==> src/rtl/rtcsu_pkg.sv <==
// Shared types and constants for the RTC snapshot to Unix time converter.
`default_nettype none
package rtcsu_pkg;

    // Configuration register indexes (paddr[3:2])
    localparam logic [1:0] REG_CENTURY_EN = 2'd0;
    localparam logic [1:0] REG_BASE_YEAR  = 2'd1;
    localparam logic [1:0] REG_TZ_OFFSET  = 2'd2;

    localparam logic [13:0] BASE_YEAR_RST = 14'd2021;
    localparam logic [4:0]  TZ_OFFSET_RST = 5'd2;

    // Date arithmetic constants
    localparam logic [31:0] EPOCH_DAYS  = 32'd719561;
    localparam logic [31:0] DAY_SECONDS = 32'd86400;

    // Reciprocal multipliers: x/100 and x/5 for the value ranges in use
    localparam logic [12:0] CY_DIV100_MUL  = 13'd5243;   // 14-bit x, >> 19
    localparam logic [15:0] Y_DIV100_MUL   = 16'd41944;  // 16-bit x, >> 22
    localparam logic [7:0]  M_DIV5_MUL     = 8'd205;     // 10-bit x, >> 10

    // Terms for year = 2^32 - 1 (year 0 before March, wrapped)
    localparam logic [31:0] WRAP_T365 = 32'hFFFF_FE93;
    localparam logic [31:0] WRAP_Y4   = 32'h3FFF_FFFF;
    localparam logic [31:0] WRAP_Y100 = 32'd42949672;
    localparam logic [31:0] WRAP_Y400 = 32'd10737418;

    typedef struct packed {
        logic        century_enabled;
        logic [13:0] base_year;
        logic [4:0]  zone_hours;
    } cfg_t;

    typedef struct packed {
        logic [7:0] second;
        logic [7:0] minute;
        logic [7:0] hour;
        logic [7:0] day;
        logic [7:0] month;
        logic [7:0] year;
        logic [7:0] century;
        logic       binary_mode;
        logic       hour_24_mode;
    } snap_item_t;

    typedef struct packed {
        logic [31:0] unix_seconds;
        logic [15:0] full_year;
        logic [7:0]  month_out;
        logic [7:0]  day_out;
        logic [7:0]  hour_out;
        logic [7:0]  minute_out;
        logic [7:0]  second_out;
    } result_t;

    typedef enum logic [2:0] {
        ST_IDLE,
        ST_YEAR,
        ST_DIV,
        ST_DAYS,
        ST_SCALE,
        ST_EMIT
    } back_state_t;

    localparam int QDEPTH = 2;

endpackage
`default_nettype wire

==> src/rtl/rtc_snapshot_to_unix_time.sv <==
// Top level: RTC snapshot to Unix time converter with APB configuration.
//
//  Channel | Handshake              | Payload
//  --------+------------------------+------------------------------------------
//  in      | in_valid / in_ready    | update_in_progress, raw_* bytes, mode bits
//  out     | out_valid / out_ready  | unix_seconds, full_year, *_out fields
//  cfg     | psel/penable/pwrite    | paddr[3:2] register index, pwdata
//
// The front end takes one snapshot a cycle while the two-entry queue has room;
// snapshots that give no result (updating, or not matching the kept one) are
// consumed without a push. A matched pair is converted by the back-end sequencer
// in the steps decode, year, divide, days, scale and emit, one item at a time.
// Reset restores the configuration defaults and clears the kept snapshot;
// there is no clearing pass. A stalled output holds the sequencer in its emit
// step, the queue then fills and in_ready drops.
`default_nettype none
module rtc_snapshot_to_unix_time (
    input  wire logic        clk,
    input  wire logic        rst_n,
    // configuration port
    input  wire logic        psel,
    input  wire logic        penable,
    input  wire logic        pwrite,
    input  wire logic [3:0]  paddr,
    input  wire logic [31:0] pwdata,
    output logic [31:0]      prdata,
    output logic             pready,
    // input channel
    input  wire logic        in_valid,
    output logic             in_ready,
    input  wire logic        update_in_progress,
    input  wire logic [7:0]  raw_second,
    input  wire logic [7:0]  raw_minute,
    input  wire logic [7:0]  raw_hour,
    input  wire logic [7:0]  raw_day,
    input  wire logic [7:0]  raw_month,
    input  wire logic [7:0]  raw_year,
    input  wire logic [7:0]  raw_century,
    input  wire logic        binary_mode,
    input  wire logic        hour_24_mode,
    // output channel
    output logic             out_valid,
    input  wire logic        out_ready,
    output logic [31:0]      unix_seconds,
    output logic [15:0]      full_year,
    output logic [7:0]       month_out,
    output logic [7:0]       day_out,
    output logic signed [7:0] hour_out,
    output logic [7:0]       minute_out,
    output logic [7:0]       second_out
);
    import rtcsu_pkg::*;

    cfg_t       cfg_reg;
    cfg_t       cfg_next;
    logic       cfg_write;
    snap_item_t in_item;
    snap_item_t q_push_item;
    snap_item_t q_head;
    logic       q_push;
    logic       q_pop;
    logic       q_full;
    logic       q_not_empty;
    result_t    result;

    // APB: no wait states, write lands in the access phase
    assign pready    = 1'b1;
    assign cfg_write = psel && penable && pwrite && pready;

    always_comb
    begin
        cfg_next = cfg_reg;
        if (cfg_write)
        begin
            case (paddr[3:2])
                REG_CENTURY_EN: cfg_next.century_enabled = pwdata[0];
                REG_BASE_YEAR:  cfg_next.base_year       = pwdata[13:0];
                REG_TZ_OFFSET:  cfg_next.zone_hours      = pwdata[4:0];
                default:        cfg_next = cfg_reg;
            endcase
        end
    end

    always_comb
    begin
        case (paddr[3:2])
            REG_CENTURY_EN: prdata = {31'd0, cfg_reg.century_enabled};
            REG_BASE_YEAR:  prdata = {18'd0, cfg_reg.base_year};
            REG_TZ_OFFSET:  prdata = {27'd0, cfg_reg.zone_hours};
            default:        prdata = 32'd0;
        endcase
    end

    always_ff @(posedge clk or negedge rst_n)
    begin
        if (!rst_n)
        begin
            cfg_reg.century_enabled <= 1'b0;
            cfg_reg.base_year       <= BASE_YEAR_RST;
            cfg_reg.zone_hours      <= TZ_OFFSET_RST;
        end
        else
        begin
            cfg_reg <= cfg_next;
        end
    end

    // Pack the snapshot fields for the front end
    assign in_item = '{second:       raw_second,
                       minute:       raw_minute,
                       hour:         raw_hour,
                       day:          raw_day,
                       month:        raw_month,
                       year:         raw_year,
                       century:      raw_century,
                       binary_mode:  binary_mode,
                       hour_24_mode: hour_24_mode};

    rtcsu_front u_front (
        .clk                (clk),
        .rst_n              (rst_n),
        .century_enabled    (cfg_reg.century_enabled),
        .in_valid           (in_valid),
        .in_ready           (in_ready),
        .update_in_progress (update_in_progress),
        .in_item            (in_item),
        .q_full             (q_full),
        .q_push             (q_push),
        .q_item             (q_push_item)
    );

    rtcsu_queue u_queue (
        .clk       (clk),
        .rst_n     (rst_n),
        .push      (q_push),
        .push_item (q_push_item),
        .pop       (q_pop),
        .full      (q_full),
        .not_empty (q_not_empty),
        .head      (q_head)
    );

    rtcsu_back u_back (
        .clk       (clk),
        .rst_n     (rst_n),
        .cfg       (cfg_reg),
        .q_valid   (q_not_empty),
        .q_item    (q_head),
        .q_pop     (q_pop),
        .out_valid (out_valid),
        .out_ready (out_ready),
        .result    (result)
    );

    // Unpack the result register onto the output ports
    assign unix_seconds = result.unix_seconds;
    assign full_year    = result.full_year;
    assign month_out    = result.month_out;
    assign day_out      = result.day_out;
    assign hour_out     = result.hour_out;
    assign minute_out   = result.minute_out;
    assign second_out   = result.second_out;

endmodule
`default_nettype wire

==> src/rtl/rtcsu_front.sv <==
// Front end: accepts snapshots, drops unstable ones, queues matched pairs.
`default_nettype none
module rtcsu_front (
    input  wire logic                 clk,
    input  wire logic                 rst_n,
    input  wire logic                 century_enabled,
    input  wire logic                 in_valid,
    output logic                      in_ready,
    input  wire logic                 update_in_progress,
    input  wire rtcsu_pkg::snap_item_t in_item,
    input  wire logic                 q_full,
    output logic                      q_push,
    output rtcsu_pkg::snap_item_t     q_item
);
    import rtcsu_pkg::*;

    logic [55:0] last_reg;
    logic [55:0] last_next;
    logic        have_last_reg;
    logic        have_last_next;
    logic [55:0] snap_bytes;
    logic        accept;
    logic        match;

    assign in_ready = !q_full;
    assign accept   = in_valid && in_ready;

    // Century byte is held at zero when unused so it never breaks a match
    assign snap_bytes = {in_item.second, in_item.minute, in_item.hour, in_item.day,
                         in_item.month, in_item.year,
                         (century_enabled ? in_item.century : 8'd0)};
    assign match = have_last_reg && (snap_bytes == last_reg);

    always_comb
    begin
        q_item         = in_item;
        q_item.century = snap_bytes[7:0];
        q_push         = 1'b0;
        last_next      = last_reg;
        have_last_next = have_last_reg;
        if (accept && !update_in_progress)
        begin
            if (match)
            begin
                q_push         = 1'b1;
                have_last_next = 1'b0;
            end
            else
            begin
                last_next      = snap_bytes;
                have_last_next = 1'b1;
            end
        end
    end

    always_ff @(posedge clk or negedge rst_n)
    begin
        if (!rst_n)
        begin
            last_reg      <= '0;
            have_last_reg <= 1'b0;
        end
        else
        begin
            last_reg      <= last_next;
            have_last_reg <= have_last_next;
        end
    end

endmodule
`default_nettype wire

==> src/rtl/rtcsu_queue.sv <==
// Two-entry queue between the front end and the timestamp sequencer.
`default_nettype none
module rtcsu_queue (
    input  wire logic                  clk,
    input  wire logic                  rst_n,
    input  wire logic                  push,
    input  wire rtcsu_pkg::snap_item_t push_item,
    input  wire logic                  pop,
    output logic                       full,
    output logic                       not_empty,
    output rtcsu_pkg::snap_item_t      head
);
    import rtcsu_pkg::*;

    localparam int PTR_W = (QDEPTH > 1) ? $clog2(QDEPTH) : 1;
    localparam int CNT_W = $clog2(QDEPTH + 1);

    snap_item_t             entry_reg [QDEPTH];
    logic [PTR_W-1:0]       wptr_reg;
    logic [PTR_W-1:0]       wptr_next;
    logic [PTR_W-1:0]       rptr_reg;
    logic [PTR_W-1:0]       rptr_next;
    logic [CNT_W-1:0]       count_reg;
    logic [CNT_W-1:0]       count_next;
    logic                   do_push;
    logic                   do_pop;

    assign full      = (count_reg == CNT_W'(QDEPTH));
    assign not_empty = (count_reg != '0);
    assign head      = entry_reg[rptr_reg];
    assign do_push   = push && !full;
    assign do_pop    = pop && not_empty;

    always_comb
    begin
        wptr_next  = wptr_reg;
        rptr_next  = rptr_reg;
        count_next = count_reg;
        if (do_push)
        begin
            wptr_next = (wptr_reg == PTR_W'(QDEPTH - 1)) ? '0 : wptr_reg + PTR_W'(1);
        end
        if (do_pop)
        begin
            rptr_next = (rptr_reg == PTR_W'(QDEPTH - 1)) ? '0 : rptr_reg + PTR_W'(1);
        end
        if (do_push && !do_pop)
        begin
            count_next = count_reg + CNT_W'(1);
        end
        else if (do_pop && !do_push)
        begin
            count_next = count_reg - CNT_W'(1);
        end
    end

    always_ff @(posedge clk or negedge rst_n)
    begin
        if (!rst_n)
        begin
            wptr_reg  <= '0;
            rptr_reg  <= '0;
            count_reg <= '0;
        end
        else
        begin
            wptr_reg  <= wptr_next;
            rptr_reg  <= rptr_next;
            count_reg <= count_next;
        end
    end

    always_ff @(posedge clk)
    begin
        if (do_push)
        begin
            entry_reg[wptr_reg] <= push_item;
        end
    end

endmodule
`default_nettype wire

==> src/rtl/rtcsu_back.sv <==
// Back end: decodes a matched snapshot and computes the Unix timestamp.
`default_nettype none
module rtcsu_back (
    input  wire logic                  clk,
    input  wire logic                  rst_n,
    input  wire rtcsu_pkg::cfg_t       cfg,
    input  wire logic                  q_valid,
    input  wire rtcsu_pkg::snap_item_t q_item,
    output logic                       q_pop,
    output logic                       out_valid,
    input  wire logic                  out_ready,
    output rtcsu_pkg::result_t         result
);
    import rtcsu_pkg::*;

    function automatic logic [7:0] bcd_byte(input logic [7:0] v);
        return 8'(v[3:0]) + 8'(v[7:4]) * 8'd10;
    endfunction

    function automatic logic [7:0] bcd_hour(input logic [7:0] v);
        logic [7:0] s;
        s = 8'(v[3:0]) + 8'(v[6:4]) * 8'd10;
        return s | {v[7], 7'd0};
    endfunction

    // Input stays below 140, so five conditional subtracts reach the remainder
    function automatic logic [7:0] mod24(input logic [7:0] v);
        logic [7:0] r;
        r = v;
        for (int k = 0; k < 5; k++)
        begin
            if (r >= 8'd24)
            begin
                r = r - 8'd24;
            end
        end
        return r;
    endfunction

    back_state_t state_reg;
    back_state_t state_next;

    logic [7:0]  sec_reg, min_reg, hr_reg, day_reg, mon_reg, yr_reg, cen_reg;
    logic [7:0]  cbase_reg;
    logic [15:0] full_year_reg;
    logic [7:0]  hsum_reg;
    logic [15:0] y_reg;
    logic [7:0]  m_reg;
    logic        wrap_reg;
    logic [9:0]  y100_reg;
    logic [31:0] tod_reg;
    logic [31:0] days_reg;
    logic [31:0] dsec_reg;
    result_t     res_reg;
    logic        out_valid_reg;

    logic        emit_fire;
    logic        bin;
    logic [7:0]  hr_dec;
    logic [7:0]  hr_24;
    logic [26:0] cbase_prod;
    logic [7:0]  cent_sel;
    logic [15:0] yr_sum;
    logic [15:0] yr_full;
    logic        early_month;
    logic [15:0] y_adj;
    logic [31:0] y100_prod;
    logic [31:0] hs32;
    logic [9:0]  m3;
    logic [17:0] frac_prod;
    logic [31:0] t365, ty4, ty100, ty400;

    assign out_valid = out_valid_reg;
    assign result    = res_reg;

    // Stage helpers
    assign bin        = q_item.binary_mode;
    assign hr_dec     = bin ? q_item.hour : bcd_hour(q_item.hour);
    assign hr_24      = (!q_item.hour_24_mode && hr_dec[7])
                        ? mod24(8'({1'b0, hr_dec[6:0]}) + 8'd12) : hr_dec;
    assign cbase_prod = 27'(cfg.base_year) * 27'(CY_DIV100_MUL);

    assign cent_sel = cfg.century_enabled ? cen_reg : cbase_reg;
    assign yr_sum   = 16'(yr_reg) + 16'(cent_sel) * 16'd100;
    assign yr_full  = (!cfg.century_enabled && (yr_sum < 16'(cfg.base_year)))
                      ? yr_sum + 16'd100 : yr_sum;

    assign early_month = (mon_reg <= 8'd2);
    assign y_adj       = early_month ? full_year_reg - 16'd1 : full_year_reg;
    assign y100_prod   = 32'(y_adj) * 32'(Y_DIV100_MUL);
    assign hs32        = {{24{hsum_reg[7]}}, hsum_reg};

    assign m3        = (10'(m_reg) + 10'd1) * 10'd3;
    assign frac_prod = 18'(m3) * 18'(M_DIV5_MUL);
    assign t365      = wrap_reg ? WRAP_T365 : 32'(y_reg) * 32'd365;
    assign ty4       = wrap_reg ? WRAP_Y4   : 32'(y_reg[15:2]);
    assign ty100     = wrap_reg ? WRAP_Y100 : 32'(y100_reg);
    assign ty400     = wrap_reg ? WRAP_Y400 : 32'(y100_reg[9:2]);

    always_comb
    begin
        state_next = state_reg;
        q_pop      = 1'b0;
        emit_fire  = 1'b0;
        case (state_reg)
            ST_IDLE:
            begin
                if (q_valid)
                begin
                    q_pop      = 1'b1;
                    state_next = ST_YEAR;
                end
            end
            ST_YEAR:  state_next = ST_DIV;
            ST_DIV:   state_next = ST_DAYS;
            ST_DAYS:  state_next = ST_SCALE;
            ST_SCALE: state_next = ST_EMIT;
            ST_EMIT:
            begin
                // Hold until the output register is free
                if (!out_valid_reg || out_ready)
                begin
                    emit_fire  = 1'b1;
                    state_next = ST_IDLE;
                end
            end
            default:  state_next = ST_IDLE;
        endcase
    end

    always_ff @(posedge clk or negedge rst_n)
    begin
        if (!rst_n)
        begin
            state_reg     <= ST_IDLE;
            out_valid_reg <= 1'b0;
        end
        else
        begin
            state_reg <= state_next;
            if (emit_fire)
            begin
                out_valid_reg <= 1'b1;
            end
            else if (out_ready)
            begin
                out_valid_reg <= 1'b0;
            end
        end
    end

    always_ff @(posedge clk)
    begin
        if (q_pop)
        begin
            sec_reg   <= bin ? q_item.second  : bcd_byte(q_item.second);
            min_reg   <= bin ? q_item.minute  : bcd_byte(q_item.minute);
            hr_reg    <= hr_24;
            day_reg   <= bin ? q_item.day     : bcd_byte(q_item.day);
            mon_reg   <= bin ? q_item.month   : bcd_byte(q_item.month);
            yr_reg    <= bin ? q_item.year    : bcd_byte(q_item.year);
            cen_reg   <= bin ? q_item.century : bcd_byte(q_item.century);
            cbase_reg <= cbase_prod[26:19];
        end
        if (state_reg == ST_YEAR)
        begin
            full_year_reg <= yr_full;
            hsum_reg      <= hr_reg + {{3{cfg.zone_hours[4]}}, cfg.zone_hours};
        end
        if (state_reg == ST_DIV)
        begin
            wrap_reg <= early_month && (full_year_reg == 16'd0);
            y_reg    <= y_adj;
            m_reg    <= early_month ? mon_reg + 8'd12 : mon_reg;
            y100_reg <= y100_prod[31:22];
            tod_reg  <= 32'(hs32 * 32'd3600) + 32'(min_reg) * 32'd60 + 32'(sec_reg);
        end
        if (state_reg == ST_DAYS)
        begin
            days_reg <= t365 + ty4 - ty100 + ty400 + 32'(m_reg) * 32'd30
                        + 32'(frac_prod[17:10]) + 32'(day_reg) - EPOCH_DAYS;
        end
        if (state_reg == ST_SCALE)
        begin
            dsec_reg <= days_reg * DAY_SECONDS;
        end
        if (emit_fire)
        begin
            res_reg.unix_seconds <= dsec_reg + tod_reg;
            res_reg.full_year    <= full_year_reg;
            res_reg.month_out    <= mon_reg;
            res_reg.day_out      <= day_reg;
            res_reg.hour_out     <= hsum_reg;
            res_reg.minute_out   <= min_reg;
            res_reg.second_out   <= sec_reg;
        end
    end

endmodule
`default_nettype wire

==> config.mk <==
export PLATFORM = sky130hd
export DESIGN_NAME = rtc_snapshot_to_unix_time
export DESIGN_NICKNAME = d
export VERILOG_FILES = /design/src/rtl/rtcsu_pkg.sv /design/src/rtl/rtc_snapshot_to_unix_time.sv /design/src/rtl/rtcsu_front.sv /design/src/rtl/rtcsu_queue.sv /design/src/rtl/rtcsu_back.sv
export SDC_FILE = /design/constraint.sdc
export NUM_CORES = 2
export LEC_CHECK = 0
export BUFFER_PORTS_ARGS = -buffer_cell sky130_fd_sc_hd__clkbuf_2
export CAP_MARGIN = 20
export CORE_MARGIN = 2
export CORE_UTILIZATION = 60
export CTS_CLUSTER_SIZE = 8
export DETAILED_ROUTE_END_ITERATION = 10
export PLACE_DENSITY_LB_ADDON = 0.15
export SLEW_MARGIN = 40
export SYNTH_ARGS = -nofsm -noshare
export SYNTH_HDL_FRONTEND = slang
export SYNTH_SLANG_ARGS = --single-unit
==> constraint.sdc <==
create_clock -name clk -period 17.3 [get_ports clk]
set_input_delay 3.46 -clock clk [delete_from_list [all_inputs] [get_ports clk]]
set_output_delay 3.46 -clock clk [all_outputs]
set_load 0.1 [all_outputs]
==> results.md <==
* Outcome: finished clean
* Via count at 28000
* Drc violations at 0
* # diodes at 0
* Crit Path Class: register to register
* Mapped Cells at between 3000 and 4000
* Initial core utilization at 60.6%
* Final Hold Viols at 0
* Sink Count at ~490
* Drt pass-1 iters at 5
* RSZ-0062 raised after global routing: false
* Tcrit/Tclk final at 73.2%
* IO Pins at roughly 230
* Synthesized area per cell at 11.1 um^2
* Clock root buffer: clkbuf_16
* Max Buffers Root-to-Sink at 3
* Setup Viol. Count Final at 0
* Setup_tns at 0 ps
* RR Startpoint: u_back.m_reg[0]
* Drt total wl at 87.6 mm
* Kind of end point of the critical path: register
* Post-Layout Cell Count at 5225
* Least-Margin Pin Slew at 834 ps
* Fmax at 79.0 MHz
* Post-DP HPWL at 71.3 mm
* Arrival @ worst endpoint at roughly 13000 ps
* CTS resizes at 0
* Area Growth Syn to Fin at 9.91%
* Slowest-stage cell, CP: o41ai_1
* Worst endpoint required time at 17640 ps
* Num rows at 99
* Placed cells at just over 5000
* Setup bufs post-CTS at 0
* Post-Syn Area at roughly 44000 um^2
* Clock buffer count from CTS at 72
* Synth warn at 0
* Worst-skew pair later-pin latency at 630 ps
* EDFF count, synth at 409
* Reg-to-reg setup timing slack at around 4600 ps
* CTS tree: done
* Hold Path Origin: u_back.tod_reg[4]
* DIE AREA at 75900 um^2
* Gr ovfl total at 0
* Final net count at 5339
* Final Wtd Congestion at 0.887
* Post-DR vias/cell at roughly 5.4
* R2R Path End: u_back.days_reg[24]
* Worst setup SP type: register
* Final ANT Viol Nets at 0
* Skew final at roughly 37 ps
* Min-Delay Path Depth at 0
* Fraction of layout cells with a size suffix above 1 at 11.1%
* Tmin final at between 10000 and 15000 ps
* Critical path fanouts, max at 7
* Fraction of registers with async set/reset at 17.2%
* CTS H-tree depth at 3
* Hold-fix buffers, CTS at 0
* Sequential-to-total area share from yosys stat at 32.6%
* Gr usage total at 24.1%
* First-pass GRT wire length at about 150 mm
* DR iter-0 viols at 1494
* R2R depth at 45
* Clock Pin Slew Worst Setup and Hold Paths at 50 ps
* Core footprint at 73000 um^2
* Largest net degree at the start of global routing at between 70 and 80
* Hold/Removal Path Class: register to register
* Worst rel slew slack at between 40 and 50%
* Worst path max stage delay at approximately 630 ps
* Max FFs per register at 116
* Worst hold endpoint: u_back.result[60]
* Number of distinct library cells after synthesis at 87
* Vias in the first global route at 29100
* Chip height at 275 um
* #FFs+latches synth at 494
* Initial antenna violation count at 0
* Die width at 275 um
* Avg WL per Cell at 16.8 um
* PortBufs at approximately 190
* Top FF cell, synth: edfxtp_1
* Max-cap violations at 0
* Max-slew violation total from the final report at 0
[final cells by class]
| cell class | instances | area [um^2] |
|---|---|---|
| multi-input combinational | 2646 | 26700 |
| clock inverter | 8 | 174 |
| timing repair buffer | 207 | 1120 |
| sequential | 494 | 14400 |
| tap | 959 | 1200 |
| clock buffer | 122 | 2020 |
| fill | 5637 | 24400 |
| inverter | 789 | 2960 |
[cells in the mapped netlist (34+ instances only)]
cell type	number	area [um^2]
nand3_1	39	195
clkbuf_1	34	128
xnor2_1	211	1850
o21ai_0	82	410
fa_1	369	7390
dfrtp_1	76	1900
mux2_2	112	1260
edfxtp_1	409	12300
o21bai_1	43	323
ha_1	658	8230
nand2_1	123	462
inv_1	788	2960
nor3_1	47	235
a21oi_1	161	806
a21o_1	78	586
xor2_1	99	867
nor2b_1	35	219
nor2_1	186	698
[metrics by stage]
stage               hold WS (ps)  area (um^2)  utilization, %  worst slack (ps)
finish                       413        48600            66.6              4640
global route                 423        48600            66.6              3550
CTS                          414        48500            66.5              4680
detailed placement           405        46400            63.5              4780
global placement             403        46300            63.4              5030
floorplan                    400        44300               -              6030
[logic make-up (layout without fill, tap and decap cells)]
family	after synthesis	after routing	share of synthesized area, %
other cells	2	20	0.0170
fa+ha+maj	1027	1027	35.3
simple gates	590	590	6.49
xor+xnor	311	311	6.19
flops	494	494	32.6
compound gates	563	563	8.48
mux	135	135	3.39
buf+inv	858	1126	7.47
[worst max path at each step]
stage	startpoint	end	depth (start not counted)
2_1_floorplan	u_back.m_reg[0]	u_back.days_reg[24]	45
3_3_place_gp	u_back.m_reg[0]	u_back.days_reg[24]	45
3_5_place_dp	u_back.m_reg[0]	u_back.days_reg[24]	45
4_1_cts	u_back.m_reg[0]	u_back.days_reg[24]	45
5_1_grt	u_back.m_reg[0]	u_back.days_reg[24]	46
6_report	u_back.m_reg[0]	u_back.days_reg[24]	45
[placed cells by master (no fill, tap or decap), drive strengths merged, types with 8 or more instances in the layout]
master,instances
or2,25
o21bai,43
nor4,16
xnor2,211
and3,28
dfrtp,76
o211ai,26
o31ai,9
a31oi,19
buf,23
edfxtp,409
a2111oi,10
o21a,22
or3,19
conb,20
and2,19
a21boi,8
a211oi,11
a21oi,161
mux2i,22
o21ai,83
mux2,113
clkbuf,306
nand2b,12
nor3b,8
fa,369
inv,789
nand4,16
nor2b,35
nand3,39
xor2,99
ha,658
nor3,48
clkinv,8
nand2,123
a21o,78
o22ai,10
nor2,186
o31a,12
dfstp,9
[critical path: cells and delay by family, from the launching register on]
kind	cells	cell delay, ps
buffers and inverters	5	370
adder cells (fa/ha/maj)	12	5100
XOR/XNOR	3	730
AND/OR/NAND/NOR	4	690
AO/OA/AOI/OAI	21	4930
flip-flops	1	540
[metal layers]
layer	global-route usage, %	share of wire [%]	wire length [um]	up-vias
li1	-	-	-	13900
met1	31.3	45	39000	13600
met2	40.9	48	42000	416
met3	3.99	3.9	3430	122
met4	8.86	3.6	3160	0
met5	0	0	0	-
Power is left out: the tool's default activity adds up to more than one toggle a clock period on the data nets, which glitch-free logic cannot reach.
